### src/sv/lms_pkg.sv
// Shared types and constants for the LED matrix scan and PWM block.
`default_nettype none

package lms_pkg;

   // Width of one pixel intensity and of each result field.
   localparam int PIX_W   = 8;
   localparam int FIELD_W = 8;
   // Width of the pixel index field.
   localparam int IDX_W   = 6;

   // Kind of input word.
   typedef enum logic {
      ACT_TICK  = 1'b0,
      ACT_WRITE = 1'b1
   } action_type;

   typedef logic [PIX_W-1:0] pixel_type;

endpackage

`default_nettype wire

### src/sv/led_matrix_scan_pwm_top.sv
// LED matrix scanner with per-pixel PWM: pixel store, scan counter and row compare.
// Tick path: the store is read into a register at the accepting edge, and the compare result
// is loaded into the output register when the compare stage drains.
// Ticks may follow each other every cycle unless a pixel write is pending or the output is stalled.
// A pixel write splits the index, then writes the store; input stalls during the store write.
// Synchronous active-high reset clears the scan counter, the pipeline and the per-pixel valid
// bits; an unwritten pixel reads 0, pixel 0 reads 1, so no clearing pass is needed.
`default_nettype none

module led_matrix_scan_pwm_top #(
   parameter int COLUMNS     = 8,
   parameter int ROWS        = 8,
   parameter int PWM_LEVELS  = 16,
   parameter int PIXEL_COUNT = 64
) (
   input  wire logic                         clock,
   input  wire logic                         reset,
   // input words
   input  wire logic                         req_valid,
   output logic                              req_ready,
   input  wire logic                         req_action,
   input  wire logic [lms_pkg::IDX_W-1:0]    req_pixel_index,
   input  wire logic [lms_pkg::PIX_W-1:0]    req_pixel_value,
   // result words
   output logic                              rsp_valid,
   input  wire logic                         rsp_ready,
   output logic [lms_pkg::FIELD_W-1:0]       rsp_column_bits,
   output logic [lms_pkg::FIELD_W-1:0]       rsp_row_bits
);

   localparam int COL_W  = (COLUMNS > 1) ? $clog2(COLUMNS) : 1;
   localparam int ROW_W  = (ROWS > 1) ? $clog2(ROWS) : 1;
   localparam int PH_W   = (PWM_LEVELS > 1) ? $clog2(PWM_LEVELS) : 1;
   localparam int IDX_W  = lms_pkg::IDX_W;
   // Reciprocal of COLUMNS: index / COLUMNS == (index * RECIP) >> RSHIFT for every 6-bit index.
   localparam int RSHIFT = 16;
   localparam int RECIP  = ((1 << RSHIFT) + COLUMNS - 1) / COLUMNS;
   localparam int PROD_W = IDX_W + RSHIFT;

   localparam logic [COL_W-1:0] COL_LAST = COL_W'(COLUMNS - 1);
   localparam logic [PH_W-1:0]  PH_LAST  = PH_W'(PWM_LEVELS - 1);

   // ------------------------------------------------------------------
   // Handshake decode
   // ------------------------------------------------------------------
   logic req_fire, tick_fire, wr_fire;
   logic s1_ff, s1_in;         // tick read done, compare pending
   logic s1_adv;
   logic rsp_valid_ff, rsp_valid_in;
   logic wr_pend_ff, wr_pend_in;

   assign s1_adv    = s1_ff && (!rsp_valid_ff || rsp_ready);
   // Stall input while a pixel write finishes or the compare stage cannot drain.
   assign req_ready = !wr_pend_ff && (!s1_ff || s1_adv);
   assign req_fire  = req_valid && req_ready;
   assign tick_fire = req_fire && (req_action == lms_pkg::ACT_TICK);
   assign wr_fire   = req_fire && (req_action == lms_pkg::ACT_WRITE);

   // ------------------------------------------------------------------
   // Scan counter: column in the low part, PWM phase in the high part
   // ------------------------------------------------------------------
   logic [COL_W-1:0] col_ff, col_in;
   logic [PH_W-1:0]  phase_ff, phase_in;

   always_comb begin
      col_in   = col_ff;
      phase_in = phase_ff;
      if (tick_fire) begin
         // Advance first; the result uses the advanced count.
         if (col_ff == COL_LAST) begin
            col_in   = '0;
            phase_in = (phase_ff == PH_LAST) ? '0 : phase_ff + 1'b1;
         end else begin
            col_in   = col_ff + 1'b1;
         end
      end
   end

   // ------------------------------------------------------------------
   // Pixel store: one word per column, one byte lane per row
   // ------------------------------------------------------------------
   lms_pkg::pixel_type [ROWS-1:0] pix_mem [COLUMNS];
   logic [ROWS-1:0]               pix_vld_ff [COLUMNS];
   lms_pkg::pixel_type [ROWS-1:0] rd_data_ff;
   logic [ROWS-1:0]               rd_vld_ff;

   // Write stage A: split the index into row (by reciprocal multiply) and hold the word.
   logic [PROD_W-1:0]      wr_prod;
   logic [IDX_W-1:0]       wr_q_ff, wr_q_in;
   logic [IDX_W-1:0]       wr_idx_ff, wr_idx_in;
   lms_pkg::pixel_type     wr_val_ff, wr_val_in;

   assign wr_prod   = PROD_W'(req_pixel_index) * PROD_W'(RECIP);
   assign wr_q_in   = wr_fire ? wr_prod[RSHIFT +: IDX_W] : wr_q_ff;
   assign wr_idx_in = wr_fire ? req_pixel_index : wr_idx_ff;
   assign wr_val_in = wr_fire ? req_pixel_value : wr_val_ff;
   assign wr_pend_in = wr_fire;

   // Write stage B: column is the remainder; drop writes outside the store or matrix.
   logic [IDX_W-1:0] wr_col_full;
   logic             wr_en;
   logic [COL_W-1:0] wr_col;
   logic [ROW_W-1:0] wr_row;

   assign wr_col_full = wr_idx_ff - IDX_W'(wr_q_ff * COLUMNS);
   assign wr_col      = wr_col_full[COL_W-1:0];
   assign wr_row      = wr_q_ff[ROW_W-1:0];
   assign wr_en       = wr_pend_ff && (32'(wr_idx_ff) < PIXEL_COUNT) && (32'(wr_q_ff) < ROWS);

   always_ff @(posedge clock) begin
      if (wr_en) begin
         pix_mem[wr_col][wr_row] <= wr_val_ff;
      end
      if (tick_fire) begin
         rd_data_ff <= pix_mem[col_in];
      end
   end

   always_ff @(posedge clock) begin
      if (reset) begin
         for (int c = 0; c < COLUMNS; c++) begin
            pix_vld_ff[c] <= '0;
         end
      end else if (wr_en) begin
         pix_vld_ff[wr_col][wr_row] <= 1'b1;
      end
   end

   always_ff @(posedge clock) begin
      if (tick_fire) begin
         rd_vld_ff <= pix_vld_ff[col_in];
      end
   end

   // ------------------------------------------------------------------
   // Compare stage: each row lit when its intensity exceeds the phase
   // ------------------------------------------------------------------
   logic [ROWS-1:0]    row_hit;
   logic [COLUMNS-1:0] col_onehot;
   lms_pkg::pixel_type phase_ext;

   assign phase_ext = lms_pkg::PIX_W'(phase_ff);

   always_comb begin
      lms_pkg::pixel_type pix;
      for (int r = 0; r < ROWS; r++) begin
         if (rd_vld_ff[r]) begin
            pix = rd_data_ff[r];
         end else begin
            // Unwritten pixel holds its reset value: pixel 0 is 1, the rest 0.
            pix = ((r == 0) && (col_ff == '0)) ? lms_pkg::PIX_W'(1) : '0;
         end
         // Pixels past the end of the store read as off.
         row_hit[r] = ((r * COLUMNS + int'(col_ff)) < PIXEL_COUNT) && (pix > phase_ext);
      end
   end

   assign col_onehot = COLUMNS'(1) << col_ff;

   logic [lms_pkg::FIELD_W-1:0] rsp_col_ff, rsp_col_in;
   logic [lms_pkg::FIELD_W-1:0] rsp_row_ff, rsp_row_in;

   // Load the output word when the compare stage drains; drop it once taken.
   assign rsp_col_in   = s1_adv ? lms_pkg::FIELD_W'(col_onehot) : rsp_col_ff;
   assign rsp_row_in   = s1_adv ? lms_pkg::FIELD_W'(row_hit) : rsp_row_ff;
   assign rsp_valid_in = s1_adv || (rsp_valid_ff && !rsp_ready);
   assign s1_in        = tick_fire || (s1_ff && !s1_adv);

   always_ff @(posedge clock) begin
      rsp_col_ff <= rsp_col_in;
      rsp_row_ff <= rsp_row_in;
      wr_q_ff    <= wr_q_in;
      wr_idx_ff  <= wr_idx_in;
      wr_val_ff  <= wr_val_in;
   end

   always_ff @(posedge clock) begin
      if (reset) begin
         col_ff       <= '0;
         phase_ff     <= '0;
         s1_ff        <= 1'b0;
         rsp_valid_ff <= 1'b0;
         wr_pend_ff   <= 1'b0;
      end else begin
         col_ff       <= col_in;
         phase_ff     <= phase_in;
         s1_ff        <= s1_in;
         rsp_valid_ff <= rsp_valid_in;
         wr_pend_ff   <= wr_pend_in;
      end
   end

   assign rsp_valid       = rsp_valid_ff;
   assign rsp_column_bits = rsp_col_ff;
   assign rsp_row_bits    = rsp_row_ff;

`ifndef SYNTHESIS
   // A pending store write holds off input so a following tick sees it.
   a_wr_interlock: assert property (@(posedge clock) disable iff (reset)
      wr_pend_ff |-> !req_ready)
      else $error("input accepted during pending pixel write");

   // An accepted tick always reaches the compare stage next cycle.
   a_tick_to_s1: assert property (@(posedge clock) disable iff (reset)
      tick_fire |=> s1_ff)
      else $error("accepted tick lost before compare");

   // Scan column stays inside the matrix.
   a_col_range: assert property (@(posedge clock) disable iff (reset)
      32'(col_ff) < COLUMNS)
      else $error("scan column out of range");
`endif

endmodule

`default_nettype wire
### config.mk
export PLATFORM = sky130hd
export DESIGN_NAME = led_matrix_scan_pwm_top
export DESIGN_NICKNAME = d
export VERILOG_FILES = /design/src/sv/lms_pkg.sv /design/src/sv/led_matrix_scan_pwm_top.sv
export SDC_FILE = /design/constraint.sdc
export NUM_CORES = 1
export LEC_CHECK = 0
export BUFFER_PORTS_ARGS = -buffer_cell sky130_fd_sc_hd__buf_4
export CAP_MARGIN = 20
export CORE_UTILIZATION = 50
export CTS_CLUSTER_DIAMETER = 60
export DETAILED_ROUTE_END_ITERATION = 8
export HOLD_SLACK_MARGIN = 0.08
export PLACE_DENSITY = 0.66
export SYNTH_ARGS = -nofsm -noshare
export SYNTH_HDL_FRONTEND = slang
export SYNTH_SLANG_ARGS = --single-unit
### constraint.sdc
create_clock -name clock -period 4.25 [get_ports clock]
set_input_delay 0.425 -clock clock [delete_from_list [all_inputs] [get_ports clock]]
set_output_delay 0.425 -clock clock [all_outputs]
set_load 0.1 [all_outputs]
==> run_results.csv <==
group,metric,value,unit
grt,grt_max_degree,213,
pwr,intPower,0.0116,W
die,die_width,250,microns
drt,first_pass_iters,5,
synth,ys_async_sr_fraction,0,
grt,use_met3,0.0353,
synth,yosysMostFrequentCell,"edfxtp_1",
place,placed_cell_area,0.0317,sq mm
synth,ys_seq_area_frac,0.646,
clocking,clk_path_buf_depth,3,
cells_and_area,fill_cells,4805,
place,place.gp.congestion,0.781,
timing,skew,23.3,ps
timing,maxSlewHeadroom,0.196,
timing,setup_viol,0,
die,ios,37,
worst_hold_path,hp-class,"input port to flip-flop",
clocking,cts_tree,"built",
timing,slew_viol_final,0,
grt,met1_usage,0.335,
worst_setup_path,crit_type,"flip-flop to flip-flop",
die,initial_utilization,0.509,
timing,hold_viol_final,0,
timing,setup_ws,1130,ps
clocking,cts_htree_levels,3,
worst_setup_path,crit_end,"rd_data_ff[49]",
cells_and_area,post-route-util,0.567,
pwr,p_sw_frac,0.225,
status,outcome,"complete, no violations",
clocking,cts.sinks,688,
worst_setup_path,endpoint_kind,"flip-flop",
pwr,p_sw,0.00337,W
pwr,cellLeakagePower,12.6,nW
place,dp.cells,3026,
grt,grt_pass1_wl,120,mm
pwr,power_frac_seq,0.500,
worst_setup_path,worst_ep_required_time,4660,ps
timing,tns,0,ps
synth,ys_top_cells_by_count,"edfxtp_1 (614), inv_1 (293), o211ai_1 (287), nor2_1 (200), a21oi_1 (159)",
clocking,clkLatencyLatePin,620,ps
synth,ys_ff_latch,688,
drt,wl_per_cell,25.1,microns
cells_and_area,n_antenna_cell,0,
cells_and_area,final_cell_area,0.0343,sq mm
cells_and_area,register_area,0.0199,sq mm
synth,synth.distinct_cells,46,
synth,synth_enable_flop_cells,614,
worst_setup_path,rr_worst_depth,7,
grt,grt_pass1_vias,19859,
grt,antenna_found_initial,0,
synth,synth_top_area_frac,0.598,
synth,synth-main-ff-cell,"edfxtp_1",
place,dpl_worst_slack,1070,ps
cells_and_area,drive_gt1_frac,0.111,
worst_setup_path,crit_start,"col_ff[1]",
timing,period_needed,3120,ps
grt,grt_use_total,0.255,
die,dieArea,0.0626,sq mm
synth,ys_top_cells_by_area,"edfxtp_1 (60%), o211ai_1 (7.0%), dfxtp_1 (4.8%), mux2i_1 (4.6%), inv_1 (3.6%)",
drt,vias,19956,
drt,ant_nets,0,
timing,min_period_over_period,0.735,
die,core,0.0606,sq mm
die,die_y,250,microns
drt,drt_iter0_drc,1663,
pwr,power.density,435,mW/mm^2
synth,netlist_area,0.0308,sq mm
synth,synthesis.nets,2417,
synth,yosysTopAreaCell,"edfxtp_1",
synth,ys_warn_count,0,
cells_and_area,areaGrowthSynthToFinish,11.4,%
synth,avgSynthCellArea,13.1,sq um
worst_setup_path,reg2reg_from,"col_ff[1]",
grt,grt_overflow,0,
pwr,combPwrFrac,0.073,
drt,wl,79.8,mm
clocking,clockRootBuffer,"clkbuf_16",
cells_and_area,multiInputGateArea,0.00907,sq mm
cells_and_area,nets,2396,
pwr,power_frac_clock,0.427,
worst_setup_path,cp.arrival,3530,ps
drt,vias_per_cell,6.27,
timing,worstMarginPinSlew,1210,ps
place,dpl.hpwl,41.1,mm
timing,fmax,0.320,GHz
clocking,clk_pin_slew_worst_paths,60,ps
worst_setup_path,reg2reg_setup_slack,1130,ps
place,io_buffer_count,36,
cells_and_area,instances_no_fill,3181,
pwr,ir_drop,0.000273,V
grt,busiest_layer,"met2",
clocking,cts-buffers-inserted,73,
drt,drc,0,
synth,syn_inst,2360,
job,maxCapViolations,0,
worst_setup_path,crit_fanout,145,
worst_setup_path,crit_path_start_kind,"flip-flop",
timing,rsz0062_at_grt,"false",
die,rows,90,
grt,met2_usage,0.427,
worst_setup_path,r2r-end,"rd_data_ff[49]",
layout make-up:
type	instances	share of cell area
clock buffer	96	0.0588
tap	782	0.0285
sequential	688	0.580
timing repair buffer	90	0.0255
clock inverter	39	0.0105
inverter	295	0.0324
multi-input combinational	1191	0.264
worst max-delay path, stage by stage (launching register included):
cell and delay [ps]:
dfxtp_1 410, ha_1 260, ha_1 310, or3_4 460
buf_12 220, o211ai_1 450, a21oi_1 150, a2111oi_2 330
placed cells by master, fill, tap and decap left out, types with 71 or more instances in the layout:
cell type	netlist	layout
clkbuf_16	0	77
a2111oi_2	71	71
dfxtp_1	74	73
edfxtp_1	614	614
nor2_1	200	200
a21oi_1	159	159
inv_1	293	293
o211ai_1	287	287
o221ai_1	72	72
o211a_1	73	73
mux2i_1	143	143
repair_timing:
action                     4_1_cts  5_1_grt
hold endpoints to repair        14        0
setup buffers                    0        0
setup endpoints to repair        0        0
hold buffers                    14        0
resized for setup                0        0
flip-flops by register name (all words and copies together) (netlist names):
| name | cells |
|---|---|
| pix_mem | 512 |
| pix_vld_ff | 64 |
| rd_data_ff | 64 |
| rd_vld_ff | 8 |
| rsp_column_bits | 8 |
| rsp_row_bits | 8 |
| wr_val_ff | 8 |
| phase_ff | 4 |
| col_ff | 3 |
| wr_idx_ff | 3 |
| wr_q_ff | 3 |
| rsp_valid | 1 |
| s1_ff | 1 |
| wr_pend_ff | 1 |
through the flow:
| step | total power (W) | hold slack [ps] |
|---|---|---|
| final | 0.0149 | 214 |
| after global routing | 0.0153 | 251 |
| after CTS | 0.0150 | 183 |
| after detailed placement | 0.00868 | 458 |
| after global placement | 0.00866 | 448 |
| after floorplan | 0.00837 | 440 |
how the worst min path moves through the flow:
stage,start,endpoint,slack [ps],cells past startpoint
finish,rsp_ready,rsp_valid,210,4
global route,rsp_ready,rsp_valid,250,4
CTS,rsp_ready,rsp_valid,180,4
detailed placement,pix_vld_ff[1][0],pix_vld_ff[1][0],460,2
global placement,pix_vld_ff[1][2],pix_vld_ff[1][2],450,2
floorplan,pix_vld_ff[4][0],pix_vld_ff[4][0],440,2
power groups by stage:
stage	Combinational (W)	Sequential (W)	Clock, W
final	0.00109	0.00746	0.00637
after detailed placement	0.00108	0.00761	0
after global placement	0.00105	0.00761	0
after global routing	0.00117	0.00747	0.00670
after floorplan	0.000723	0.00765	0
after CTS	0.00109	0.00746	0.00644
cells by family (layout without fill, tap and decap cells):
kind of cell | after synthesis | in the layout | share of synthesized area
adders and majority gates | 38 | 38 | 0.0154
and+or+nand+nor | 311 | 311 | 0.0462
muxes | 143 | 143 | 0.0465
buffers and inverters | 481 | 520 | 0.0629
xor gates and xnor gates | 1 | 1 | 0.000284
AOI/OAI and AO/OA | 698 | 698 | 0.182
DFF | 688 | 688 | 0.646
routing by layer:
layer / share of wire / up-vias
li1: - / 8928
met1: 0.41 / 10129
met2: 0.50 / 741
met3: 0.059 / 158
met4: 0.030 / 0
met5: 0 / -
Note: power is estimated with default switching activity, not from simulation.
